==> src/rtl/core/rxqt_pkg.sv <==
package rxqt_pkg;

	// field widths
	localparam int CMD_W   = 2;
	localparam int ERR_W   = 2;
	localparam int BITS_W  = 6;
	localparam int UPEN_W  = 8;
	localparam int APEN_W  = 8;
	localparam int PBITS_W = 16;
	localparam int FILL_W  = 16;
	localparam int TREND_W = 2;

	// percent in unsigned fixed point: integer part and fraction bits
	localparam int PCT_W  = 7;
	localparam int FRAC_W = 16;
	localparam int Q_W    = PCT_W + FRAC_W;

	// bucket counter widths
	localparam int BKT_W = 17;
	localparam int PEN_W = 32;

	// quality constants
	localparam logic [Q_W-1:0]    Q_FULL     = Q_W'(6553600);
	localparam logic [Q_W-1:0]    Q_RESET    = Q_W'(6520832);
	localparam logic [Q_W-1:0]    Q_HIGH     = Q_W'(6547047);
	localparam logic [Q_W-1:0]    Q_UNLOCK   = Q_W'(6540493);
	localparam logic [Q_W-1:0]    Q_BOOST    = Q_W'(6225920);
	localparam logic [PCT_W-1:0]  PCT_SCALE  = PCT_W'(100);
	localparam int                EMA_DIV    = 5;
	localparam logic [FILL_W-1:0] FILL_RESET = FILL_W'(10000);

	// command codes
	localparam logic [CMD_W-1:0] CMD_CODEWORD = 2'd0;
	localparam logic [CMD_W-1:0] CMD_PENALTY  = 2'd1;
	localparam logic [CMD_W-1:0] CMD_TICK     = 2'd2;
	localparam logic [CMD_W-1:0] CMD_CLEAR    = 2'd3;

	// trend codes
	localparam logic [TREND_W-1:0] TREND_FLAT = 2'd0;
	localparam logic [TREND_W-1:0] TREND_UP   = 2'd1;
	localparam logic [TREND_W-1:0] TREND_DOWN = 2'd2;

	// divider status toward the sequencer
	typedef struct packed {
		logic busy;
		logic done;
	} div_stat_t;

endpackage

==> src/rtl/core/rxqt_if.sv <==
// input item channel
interface rxqt_item_if import rxqt_pkg::*; ();
	logic               valid;
	logic               ready;
	logic [CMD_W-1:0]   cmd;
	logic [ERR_W-1:0]   err;
	logic               is_address;
	logic [BITS_W-1:0]  data_bits;
	logic [UPEN_W-1:0]  uncorrectable_penalty;
	logic [APEN_W-1:0]  address_penalty;
	logic [PBITS_W-1:0] penalty_bits;

	modport source (
		output valid, cmd, err, is_address, data_bits, uncorrectable_penalty,
			address_penalty, penalty_bits,
		input  ready
	);
	modport sink (
		input  valid, cmd, err, is_address, data_bits, uncorrectable_penalty,
			address_penalty, penalty_bits,
		output ready
	);
endinterface

// configuration write channel
interface rxqt_cfg_if import rxqt_pkg::*; ();
	logic              valid;
	logic              ready;
	logic [FILL_W-1:0] bucket_fill_bits;

	modport source (output valid, bucket_fill_bits, input ready);
	modport sink (input valid, bucket_fill_bits, output ready);
endinterface

// result channel
interface rxqt_result_if import rxqt_pkg::*; ();
	logic               valid;
	logic               ready;
	logic [Q_W-1:0]     quality_ema;
	logic [TREND_W-1:0] trend;

	modport source (output valid, quality_ema, trend, input ready);
	modport sink (input valid, quality_ema, trend, output ready);
endinterface

==> src/rtl/core/rxqt_div.sv <==
// restoring divider, one quotient bit per cycle
// the upper DEN_W bits of num must be below den
module rxqt_div import rxqt_pkg::*; #(
	parameter int DEN_W = 19,
	parameter int QUO_W = 23
) (
	input  logic                   clk,
	input  logic                   arst_n,
	input  logic                   start,
	input  logic [DEN_W+QUO_W-1:0] num,
	input  logic [DEN_W-1:0]       den,
	output logic [QUO_W-1:0]       quot,
	output div_stat_t              stat
);
	localparam int CNT_W = $clog2(QUO_W);

	logic             busy_q;
	logic             done_q;
	logic [CNT_W-1:0] cnt_q;
	logic [DEN_W-1:0] rem_q;
	logic [DEN_W-1:0] den_q;
	logic [QUO_W-1:0] work_q;
	logic [DEN_W:0]   trial;
	logic [DEN_W:0]   diff;
	logic             ge;

	// one trial subtract per cycle
	always_comb begin
		trial = {rem_q, work_q[QUO_W-1]};
		diff  = trial - {1'b0, den_q};
		ge    = (trial >= {1'b0, den_q});
	end

	// step control
	always_ff @(posedge clk or negedge arst_n) begin
		if (!arst_n) begin
			busy_q <= 1'b0;
			done_q <= 1'b0;
			cnt_q  <= '0;
		end else begin
			done_q <= 1'b0;
			if (start) begin
				busy_q <= 1'b1;
				cnt_q  <= CNT_W'(QUO_W - 1);
			end else if (busy_q) begin
				if (cnt_q == '0) begin
					busy_q <= 1'b0;
					done_q <= 1'b1;
				end else begin
					cnt_q <= cnt_q - 1'b1;
				end
			end
		end
	end

	// remainder and quotient shift register
	always_ff @(posedge clk) begin
		if (start) begin
			rem_q  <= num[DEN_W+QUO_W-1:QUO_W];
			work_q <= num[QUO_W-1:0];
			den_q  <= den;
		end else if (busy_q) begin
			rem_q  <= ge ? diff[DEN_W-1:0] : trial[DEN_W-1:0];
			work_q <= {work_q[QUO_W-2:0], ge};
		end
	end

	assign quot      = work_q;
	assign stat.busy = busy_q;
	assign stat.done = done_q;
endmodule

==> src/rtl/core/rx_quality_tracker_unit.sv <==
// channel  | role   | payload
// ---------+--------+----------------------------------------------------
// item     | sink   | cmd, err, is_address, data_bits, penalties
// cfg      | sink   | bucket_fill_bits, always ready
// result   | source | quality_ema, trend (state after each item)
//
// codeword, penalty and clear items go through EXEC and DONE into the result register
// a tick sums one bucket per cycle, then runs up to two passes of the shared
// 23-step divider
// ready only while the sequencer is idle; the result register lets the
// next item enter while the previous result is still waiting
// reset is asynchronous and returns all buckets and the average to reset
module rx_quality_tracker_unit import rxqt_pkg::*; #(
	parameter int NUM_BUCKETS = 4
) (
	input  logic           clk,
	input  logic           arst_n,
	rxqt_item_if.sink      item,
	rxqt_cfg_if.sink       cfg,
	rxqt_result_if.source  result
);
	localparam int IDX_W   = $clog2(NUM_BUCKETS);
	localparam int TOT_W   = BKT_W + IDX_W;
	localparam int BAD_W   = PEN_W + 1 + IDX_W;
	localparam int DIV_N_W = TOT_W + Q_W;

	localparam logic [3:0] ST_IDLE = 4'd0;
	localparam logic [3:0] ST_EXEC = 4'd1;
	localparam logic [3:0] ST_SUM  = 4'd2;
	localparam logic [3:0] ST_CALC = 4'd3;
	localparam logic [3:0] ST_DIVQ = 4'd4;
	localparam logic [3:0] ST_EMA  = 4'd5;
	localparam logic [3:0] ST_DIVE = 4'd6;
	localparam logic [3:0] ST_UPD  = 4'd7;
	localparam logic [3:0] ST_DONE = 4'd8;

	logic [3:0] state_q;

	// captured item
	logic [CMD_W-1:0]   cmd_q;
	logic [ERR_W-1:0]   err_q;
	logic               addr_q;
	logic [BITS_W-1:0]  bits_q;
	logic [UPEN_W-1:0]  upen_q;
	logic [APEN_W-1:0]  apen_q;
	logic [PBITS_W-1:0] pbits_q;

	// tracker state
	logic [FILL_W-1:0]  fill_q;
	logic [BKT_W-1:0]   tot_q [NUM_BUCKETS];
	logic [PEN_W-1:0]   pen_q [NUM_BUCKETS];
	logic [BKT_W-1:0]   unc_q [NUM_BUCKETS];
	logic [Q_W-1:0]     avg_q;
	logic [TREND_W-1:0] trend_q;

	// tick working registers
	logic [IDX_W-1:0] idx_q;
	logic [TOT_W-1:0] tot_acc_q;
	logic [BAD_W-1:0] bad_acc_q;
	logic [Q_W-1:0]   inst_q;
	logic [Q_W-1:0]   nq_q;

	// result register
	logic               out_valid_q;
	logic [Q_W-1:0]     out_quality_q;
	logic [TREND_W-1:0] out_trend_q;

	logic accept;
	logic out_free;

	assign item.ready = (state_q == ST_IDLE);
	assign cfg.ready  = 1'b1;
	assign accept     = item.valid && item.ready;
	assign out_free   = !out_valid_q || result.ready;

	assign result.valid       = out_valid_q;
	assign result.quality_ema = out_quality_q;
	assign result.trend       = out_trend_q;

	// codeword update of the newest bucket
	logic [Q_W-1:0]   avg_cw;
	logic [2:0]       eff_err;
	logic [BKT_W-1:0] tot0_cw;
	logic [BKT_W-1:0] unc0_cw;
	logic [UPEN_W:0]  pen_inc;
	logic [PEN_W:0]   pen_sum_cw;
	logic [PEN_W-1:0] pen0_cw;
	logic             shift;
	logic [BKT_W-1:0] cw_tot [NUM_BUCKETS];
	logic [PEN_W-1:0] cw_pen [NUM_BUCKETS];
	logic [BKT_W-1:0] cw_unc [NUM_BUCKETS];
	logic [BKT_W-1:0] nxt_tot [NUM_BUCKETS];
	logic [PEN_W-1:0] nxt_pen [NUM_BUCKETS];
	logic [BKT_W-1:0] nxt_unc [NUM_BUCKETS];

	always_comb begin
		avg_cw  = (err_q != '0 && avg_q >= Q_HIGH) ? Q_UNLOCK : avg_q;
		eff_err = (avg_cw > Q_BOOST) ? {err_q, 1'b0} : {1'b0, err_q};
		tot0_cw = tot_q[0] + BKT_W'(bits_q);
		unc0_cw = unc_q[0];
		pen_inc = '0;
		if (eff_err >= 3'd3) begin
			unc0_cw = unc_q[0] + BKT_W'(bits_q);
			pen_inc = (UPEN_W+1)'(upen_q) + (addr_q ? (UPEN_W+1)'(apen_q) : '0);
		end else if (eff_err != 3'd0) begin
			pen_inc = (UPEN_W+1)'({eff_err, 1'b0});
		end
		pen_sum_cw = {1'b0, pen_q[0]} + (PEN_W+1)'(pen_inc);
		pen0_cw    = pen_sum_cw[PEN_W] ? '1 : pen_sum_cw[PEN_W-1:0];
		shift      = (tot0_cw >= {1'b0, fill_q});
		for (int k = 0; k < NUM_BUCKETS; k++) begin
			cw_tot[k] = tot_q[k];
			cw_pen[k] = pen_q[k];
			cw_unc[k] = unc_q[k];
		end
		cw_tot[0] = tot0_cw;
		cw_pen[0] = pen0_cw;
		cw_unc[0] = unc0_cw;
		// slide toward the oldest bucket, halving the error counts
		for (int k = 0; k < NUM_BUCKETS; k++) begin
			if (!shift) begin
				nxt_tot[k] = cw_tot[k];
				nxt_pen[k] = cw_pen[k];
				nxt_unc[k] = cw_unc[k];
			end else if (k == 0) begin
				nxt_tot[k] = '0;
				nxt_pen[k] = '0;
				nxt_unc[k] = '0;
			end else begin
				nxt_tot[k] = cw_tot[k-1];
				nxt_pen[k] = cw_pen[k-1] >> 1;
				nxt_unc[k] = cw_unc[k-1] >> 1;
			end
		end
	end

	// extra penalty, clamped to the newest total
	logic [PBITS_W:0] pb;
	logic [PEN_W:0]   pen_sum_pb;
	logic [PEN_W-1:0] pen_sat_pb;
	logic [PEN_W-1:0] pen0_pb;

	always_comb begin
		pb         = (avg_q > Q_BOOST) ? {pbits_q, 1'b0} : {1'b0, pbits_q};
		pen_sum_pb = {1'b0, pen_q[0]} + (PEN_W+1)'(pb);
		pen_sat_pb = pen_sum_pb[PEN_W] ? '1 : pen_sum_pb[PEN_W-1:0];
		pen0_pb    = (pen_sat_pb > PEN_W'(tot_q[0])) ? PEN_W'(tot_q[0]) : pen_sat_pb;
	end

	// instant quality numerator and shared divider
	logic [TOT_W-1:0]       bad_cl;
	logic [TOT_W-1:0]       good;
	logic [TOT_W+PCT_W-1:0] good_x100;
	logic                   ema_recover;
	logic                   div_start;
	logic [DIV_N_W-1:0]     div_num;
	logic [TOT_W-1:0]       div_den;
	logic [Q_W-1:0]         div_quot;
	div_stat_t              div_stat;
	logic [Q_W-1:0]         nq_fin;
	logic [TREND_W-1:0]     trend_new;

	always_comb begin
		bad_cl = (bad_acc_q > BAD_W'(tot_acc_q)) ? tot_acc_q : bad_acc_q[TOT_W-1:0];
		good   = tot_acc_q - bad_cl;
		good_x100 = (TOT_W+PCT_W)'(good) * (TOT_W+PCT_W)'(PCT_SCALE);
		ema_recover = !(inst_q < avg_q);
		div_start = 1'b0;
		div_num   = {good_x100, {FRAC_W{1'b0}}};
		div_den   = tot_acc_q;
		if (state_q == ST_CALC) begin
			div_start = (tot_acc_q != '0);
		end else if (state_q == ST_EMA) begin
			div_start = ema_recover;
			div_num   = DIV_N_W'({avg_q, 2'b00}) + DIV_N_W'(inst_q);
			div_den   = TOT_W'(EMA_DIV);
		end
		nq_fin = (nq_q >= Q_HIGH) ? Q_FULL : nq_q;
		if (nq_fin > avg_q)
			trend_new = TREND_UP;
		else if (nq_fin < avg_q)
			trend_new = TREND_DOWN;
		else
			trend_new = TREND_FLAT;
	end

	rxqt_div #(
		.DEN_W (TOT_W),
		.QUO_W (Q_W)
	) u_div (
		.clk    (clk),
		.arst_n (arst_n),
		.start  (div_start),
		.num    (div_num),
		.den    (div_den),
		.quot   (div_quot),
		.stat   (div_stat)
	);

	// item capture
	always_ff @(posedge clk) begin
		if (accept) begin
			cmd_q   <= item.cmd;
			err_q   <= item.err;
			addr_q  <= item.is_address;
			bits_q  <= item.data_bits;
			upen_q  <= item.uncorrectable_penalty;
			apen_q  <= item.address_penalty;
			pbits_q <= item.penalty_bits;
		end
	end

	// configuration register
	always_ff @(posedge clk or negedge arst_n) begin
		if (!arst_n) begin
			fill_q <= FILL_RESET;
		end else if (cfg.valid && cfg.ready) begin
			fill_q <= cfg.bucket_fill_bits;
		end
	end

	// sequencer and tracker state
	always_ff @(posedge clk or negedge arst_n) begin
		if (!arst_n) begin
			state_q     <= ST_IDLE;
			avg_q       <= Q_RESET;
			trend_q     <= TREND_FLAT;
			idx_q       <= '0;
			tot_acc_q   <= '0;
			bad_acc_q   <= '0;
			inst_q      <= '0;
			nq_q        <= '0;
			for (int k = 0; k < NUM_BUCKETS; k++) begin
				tot_q[k] <= '0;
				pen_q[k] <= '0;
				unc_q[k] <= '0;
			end
		end else begin
			unique case (state_q)
				ST_IDLE: begin
					if (accept) begin
						idx_q     <= '0;
						tot_acc_q <= '0;
						bad_acc_q <= '0;
						state_q   <= (item.cmd == CMD_TICK) ? ST_SUM : ST_EXEC;
					end
				end
				ST_EXEC: begin
					unique case (cmd_q)
						CMD_CODEWORD: begin
							avg_q <= avg_cw;
							for (int k = 0; k < NUM_BUCKETS; k++) begin
								tot_q[k] <= nxt_tot[k];
								pen_q[k] <= nxt_pen[k];
								unc_q[k] <= nxt_unc[k];
							end
						end
						CMD_PENALTY: begin
							pen_q[0] <= pen0_pb;
						end
						CMD_CLEAR: begin
							avg_q   <= Q_RESET;
							trend_q <= TREND_FLAT;
							for (int k = 0; k < NUM_BUCKETS; k++) begin
								tot_q[k] <= '0;
								pen_q[k] <= '0;
								unc_q[k] <= '0;
							end
						end
						default: begin
						end
					endcase
					state_q <= ST_DONE;
				end
				// one bucket per cycle into the sums
				ST_SUM: begin
					tot_acc_q <= tot_acc_q + TOT_W'(tot_q[idx_q]);
					bad_acc_q <= bad_acc_q + BAD_W'(pen_q[idx_q]) + BAD_W'(unc_q[idx_q]);
					if (idx_q == IDX_W'(NUM_BUCKETS - 1))
						state_q <= ST_CALC;
					else
						idx_q <= idx_q + 1'b1;
				end
				ST_CALC: begin
					if (tot_acc_q == '0) begin
						inst_q  <= Q_FULL;
						state_q <= ST_EMA;
					end else begin
						state_q <= ST_DIVQ;
					end
				end
				ST_DIVQ: begin
					if (div_stat.done) begin
						inst_q  <= div_quot;
						state_q <= ST_EMA;
					end
				end
				// drop at once, or recover through the divide by five
				ST_EMA: begin
					if (ema_recover) begin
						state_q <= ST_DIVE;
					end else begin
						nq_q    <= inst_q;
						state_q <= ST_UPD;
					end
				end
				ST_DIVE: begin
					if (div_stat.done) begin
						nq_q    <= div_quot;
						state_q <= ST_UPD;
					end
				end
				ST_UPD: begin
					avg_q   <= nq_fin;
					trend_q <= trend_new;
					state_q <= ST_DONE;
				end
				ST_DONE: begin
					if (out_free) begin
						state_q <= ST_IDLE;
					end
				end
				default: begin
					state_q <= ST_IDLE;
				end
			endcase
		end
	end

	// result valid flag
	always_ff @(posedge clk or negedge arst_n) begin
		if (!arst_n) begin
			out_valid_q <= 1'b0;
		end else if (state_q == ST_DONE && out_free) begin
			out_valid_q <= 1'b1;
		end else if (result.valid && result.ready) begin
			out_valid_q <= 1'b0;
		end
	end

	// result payload
	always_ff @(posedge clk) begin
		if (state_q == ST_DONE && out_free) begin
			out_quality_q <= avg_q;
			out_trend_q   <= trend_q;
		end
	end
endmodule

==> src/flat_wrapper.sv <==
// flat-port wrapper written by rule: the top's interface ports become plain ports
module rx_quality_tracker_unit_flat import rxqt_pkg::*;
#(
	parameter int NUM_BUCKETS = 4
)
  (clk, arst_n, item_valid, item_cmd, item_err, item_is_address, item_data_bits, item_uncorrectable_penalty, item_address_penalty, item_penalty_bits, item_ready, cfg_valid, cfg_bucket_fill_bits, cfg_ready, result_valid, result_quality_ema, result_trend, result_ready);
  rxqt_item_if item_i ();
  rxqt_cfg_if cfg_i ();
  rxqt_result_if result_i ();
  input  logic clk;
  input  logic arst_n;
  input wire logic [$bits(item_i.valid)-1:0] item_valid;
  input wire logic [$bits(item_i.cmd)-1:0] item_cmd;
  input wire logic [$bits(item_i.err)-1:0] item_err;
  input wire logic [$bits(item_i.is_address)-1:0] item_is_address;
  input wire logic [$bits(item_i.data_bits)-1:0] item_data_bits;
  input wire logic [$bits(item_i.uncorrectable_penalty)-1:0] item_uncorrectable_penalty;
  input wire logic [$bits(item_i.address_penalty)-1:0] item_address_penalty;
  input wire logic [$bits(item_i.penalty_bits)-1:0] item_penalty_bits;
  output wire logic [$bits(item_i.ready)-1:0] item_ready;
  input wire logic [$bits(cfg_i.valid)-1:0] cfg_valid;
  input wire logic [$bits(cfg_i.bucket_fill_bits)-1:0] cfg_bucket_fill_bits;
  output wire logic [$bits(cfg_i.ready)-1:0] cfg_ready;
  output wire logic [$bits(result_i.valid)-1:0] result_valid;
  output wire logic [$bits(result_i.quality_ema)-1:0] result_quality_ema;
  output wire logic [$bits(result_i.trend)-1:0] result_trend;
  input wire logic [$bits(result_i.ready)-1:0] result_ready;
  assign item_i.valid = item_valid;
  assign item_i.cmd = item_cmd;
  assign item_i.err = item_err;
  assign item_i.is_address = item_is_address;
  assign item_i.data_bits = item_data_bits;
  assign item_i.uncorrectable_penalty = item_uncorrectable_penalty;
  assign item_i.address_penalty = item_address_penalty;
  assign item_i.penalty_bits = item_penalty_bits;
  assign item_ready = item_i.ready;
  assign cfg_i.valid = cfg_valid;
  assign cfg_i.bucket_fill_bits = cfg_bucket_fill_bits;
  assign cfg_ready = cfg_i.ready;
  assign result_valid = result_i.valid;
  assign result_quality_ema = result_i.quality_ema;
  assign result_trend = result_i.trend;
  assign result_i.ready = result_ready;
  rx_quality_tracker_unit #(.NUM_BUCKETS(NUM_BUCKETS)) u_core (.clk(clk), .arst_n(arst_n), .item(item_i), .cfg(cfg_i), .result(result_i));
endmodule
==> config.mk <==
export PLATFORM = sky130hd
export DESIGN_NAME = rx_quality_tracker_unit_flat
export DESIGN_NICKNAME = d
export VERILOG_FILES = /design/src/rtl/core/rxqt_pkg.sv /design/src/rtl/core/rxqt_if.sv /design/src/rtl/core/rxqt_div.sv /design/src/rtl/core/rx_quality_tracker_unit.sv /design/src/flat_wrapper.sv
export SDC_FILE = /design/constraint.sdc
export NUM_CORES = 2
export LEC_CHECK = 0
export BUFFER_PORTS_ARGS = -buffer_cell sky130_fd_sc_hd__buf_2
export CORE_ASPECT_RATIO = 1.2
export CORE_MARGIN = 8
export CORE_UTILIZATION = 58
export CTS_CLUSTER_SIZE = 30
export DETAILED_ROUTE_END_ITERATION = 12
export PLACE_DENSITY = 0.79
export SLEW_MARGIN = 20
export SYNTH_ARGS = -nofsm -noshare
export SYNTH_HDL_FRONTEND = slang
export SYNTH_SLANG_ARGS = --single-unit
==> constraint.sdc <==
create_clock -name clk -period 7.3 [get_ports clk]
set_input_delay 0.365 -clock clk [delete_from_list [all_inputs] [get_ports clk]]
set_output_delay 0.365 -clock clk [all_outputs]
set_load 0.01 [all_outputs]
==> results.cfg <==
[critical_path]
start_kind = flop
slowest_stage = fa_1
critPathMaxStageDelay_ns = 0.50
cp-startpoint = u_core.tot_acc_q[16]
cp_max_fo = 5
path_class = reg -> reg
end_kind = flop
r2r_start = u_core.tot_acc_q[16]
cp.arrival_ns = 7.38
cp.required_ns = 7.63
path_common_cell = a21o_1

[logic_synthesis]
ys.flop_type = dfrtp_1
synth_top_family_by_area = compound AO/OA/AOI/OAI gates
syn-num-nets = 4383
synth_compound_area_frac = 0.173
yosys_register_bits = 536
async_flop_share = 0.759
synthTopCellsByArea = dfrtp_1 (27%), ha_1 (11%), edfxtp_1 (11%)
synth_warnings = 0
netlist_area_um2 = 36600
yosys.area.top_type = dfrtp_1
netlist.area_leader.share = 0.271
ys_types = 83
syn_inst = 3945
synth_fa_ha_area_frac = 0.136
synth-xor-area-share = 0.0431
synthMuxAreaShare = 0.0674
synth-seq-area-share = 0.385
yosys.area_share.simple = 0.150
syn_avg_cell_area_um2 = 9.28
synth_edf_count = 129

[final_layout]
num-fill-cells = 4874
seq_area_um2 = 14100
multi_input_area_um2 = 21200
antenna_cells = 0
drive_gt1_frac = 0.116
final_cell_mix = nand2_1 (601), dfrtp_1 (394), o21ai_0 (369), ha_1 (327), inv_1 (238)
layout.nets = 4524
final_cell_area_um2 = 41100
layout_commonest_cell = nand2_1
area_delta_synth_final_pct = 12.4
fin_util = 0.655

[route]
wl_per_cell_um = 20.7
drt_iter0_drc = 2647
avgViaCountPerCell = 6.24
remaining_drc_errors = 0
postRouteAntennaNets = 0
drt_wl_total_um = 102000
vias = 30900
first_pass_iters = 6

[place]
placed_area_um2 = 38300
place_congestion = 0.954
dpl.hpwl_um = 74100
port_buffers = 90
dp_slack_ns = -0.124

[outcome]
status = finished, final reports clean

[clock_network]
cts_buffer_depth = 3
clk_pin_slew_ns = 0.07
cts.htree.levels = 2
cts_root_buf = clkbuf_16
cts_tree = done
cts_made_buffers = 56
clk_latency_ns = 0.65
numClockSinks = 536

[timing]
rsz0062_at_grt = true
layout_min_cycle_time_ns = 7.06
fin_setup_tns_ns = 0
slew_violations = 0
fin_crit_sh = 0.967
worst_slew_pin_slew_ns = 1.14
hold_viol = 0
relSlewSlack = 0.235
layout_setup_ws_ns = 0.243
fmax_mhz = 142
setup_viol = 0
finalClockSkew_ns = 0.0572

[flow_run]
drv_cap = 0

[grt]
grt_pass1_vias = 30600
grt_util_all_layers = 0.281
antenna_found_initial = 2
grt_max_degree = 180
grt_pass1_wl_um = 163000
overflow = 0

[floorplanning]
ios = 92
rows = 101
dieArea_um2 = 71400
start_util = 0.583
die_y_um = 291
die_w_um = 245
core_area_um2 = 62800

[worst_hold_path]
hp-start = result_ready
worstHoldPathType = in -> reg
## metrics by stage
| step | hold WS (ns) | std cells |
|---|---|---|
| floorplan | 0.0694 | 3945 |
| global placement | 0.445 | 4781 |
| detailed placement | 0.459 | 4781 |
| CTS | 0.0829 | 4946 |
| global route | 0.157 | 4957 |
| finish | 0.136 | 4957 |
## Yosys cell counts, drive strengths merged (34+ instances only)
| library cell | number |
|---|---|
| nor2 | 229 |
| mux4 | 60 |
| nand4 | 45 |
| edfxtp | 129 |
| fa | 41 |
| xnor2 | 106 |
| o21a | 34 |
| a21o | 85 |
| nand2 | 602 |
| ha | 333 |
| mux2i | 85 |
| xor2 | 74 |
| nor3 | 43 |
| nor2b | 37 |
| nand3 | 96 |
| o31ai | 80 |
| a21oi | 217 |
| dfrtp | 397 |
| clkbuf | 160 |
| inv | 241 |
| o21ai | 382 |
| and2 | 46 |
## routing by layer
| metal | vias to the layer above | track usage | wire, um |
|---|---|---|---|
| met4 | 2 | 0.159 | 6440 |
| li1 | 14400 | - | - |
| met3 | 374 | 0.0481 | 7160 |
| met5 | - | 0 | 13 |
| met1 | 14900 | 0.340 | 39400 |
| met2 | 1250 | 0.470 | 49500 |
## registers in the layout, summed over array words and instances, names as in the netlist, 17 cells and up
register,count
u_core.u_div.rem_q,19
u_core.nq_q,23
u_core.result.quality_ema,23
u_core.tot_q,17
u_core.cw_unc,45
u_core.cw_tot,51
u_core.inst_q,23
u_core.pen_q,32
u_core.u_div.quot,23
u_core.unc_q,17
u_core.cw_pen,90
u_core.tot_acc_q,19
u_core.avg_q,23
u_core.bad_acc_q,35
u_core.u_div.den_q,19
## cell families after synthesis
| family | Yosys count |
|---|---|
| buf+inv | 427 |
| simple gates | 1229 |
| compound gates | 1030 |
| other cells | 1 |
| fa+ha+maj | 374 |
| flops | 536 |
| mux | 168 |
| xor+xnor | 180 |
## critical path, delay by kind of cell (launching register included)
family | cells | cell delay [ns]
compound gates | 16 | 2.48
simple gates | 5 | 0.92
flops | 1 | 0.39
xor+xnor | 2 | 0.30
fa+ha+maj | 7 | 2.10
buf+inv | 6 | 0.54
## timing repair
action | 4_1_cts | 5_1_grt
setup buffers | 0 | 11
pin swaps | 1 | 26
setup endpoints to repair | 2 | 23
hold buffers | 60 | 0
endpoints found under the hold margin | 149 | 0
resized for setup | 10 | 43
gates cloned | 0 | 0
## cell type report
class	count	share of cell area
multi-input combinational	2982	0.515
inverter	242	0.0221
clock inverter	34	0.00994
tap	824	0.0251
timing repair buffer	268	0.0490
clock buffer	71	0.0372
sequential	536	0.342
## final timing paths
check	end	slack [ns]	cells past startpoint
min	u_core.result.valid	0.14	3
max in group asynchronous	u_core.idx_q[0]	5.45	3
max	u_core.u_div.rem_q[18]	0.24	36
min in group asynchronous	u_core.u_div.cnt_q[4]	0.36	2
max reg2reg	u_core.u_div.rem_q[18]	0.24	36
min reg2reg	u_core.result.trend[0]	0.47	0
Power is not shown: default switching activity piles up to over one toggle a cycle in this logic, so the estimate is an artifact.
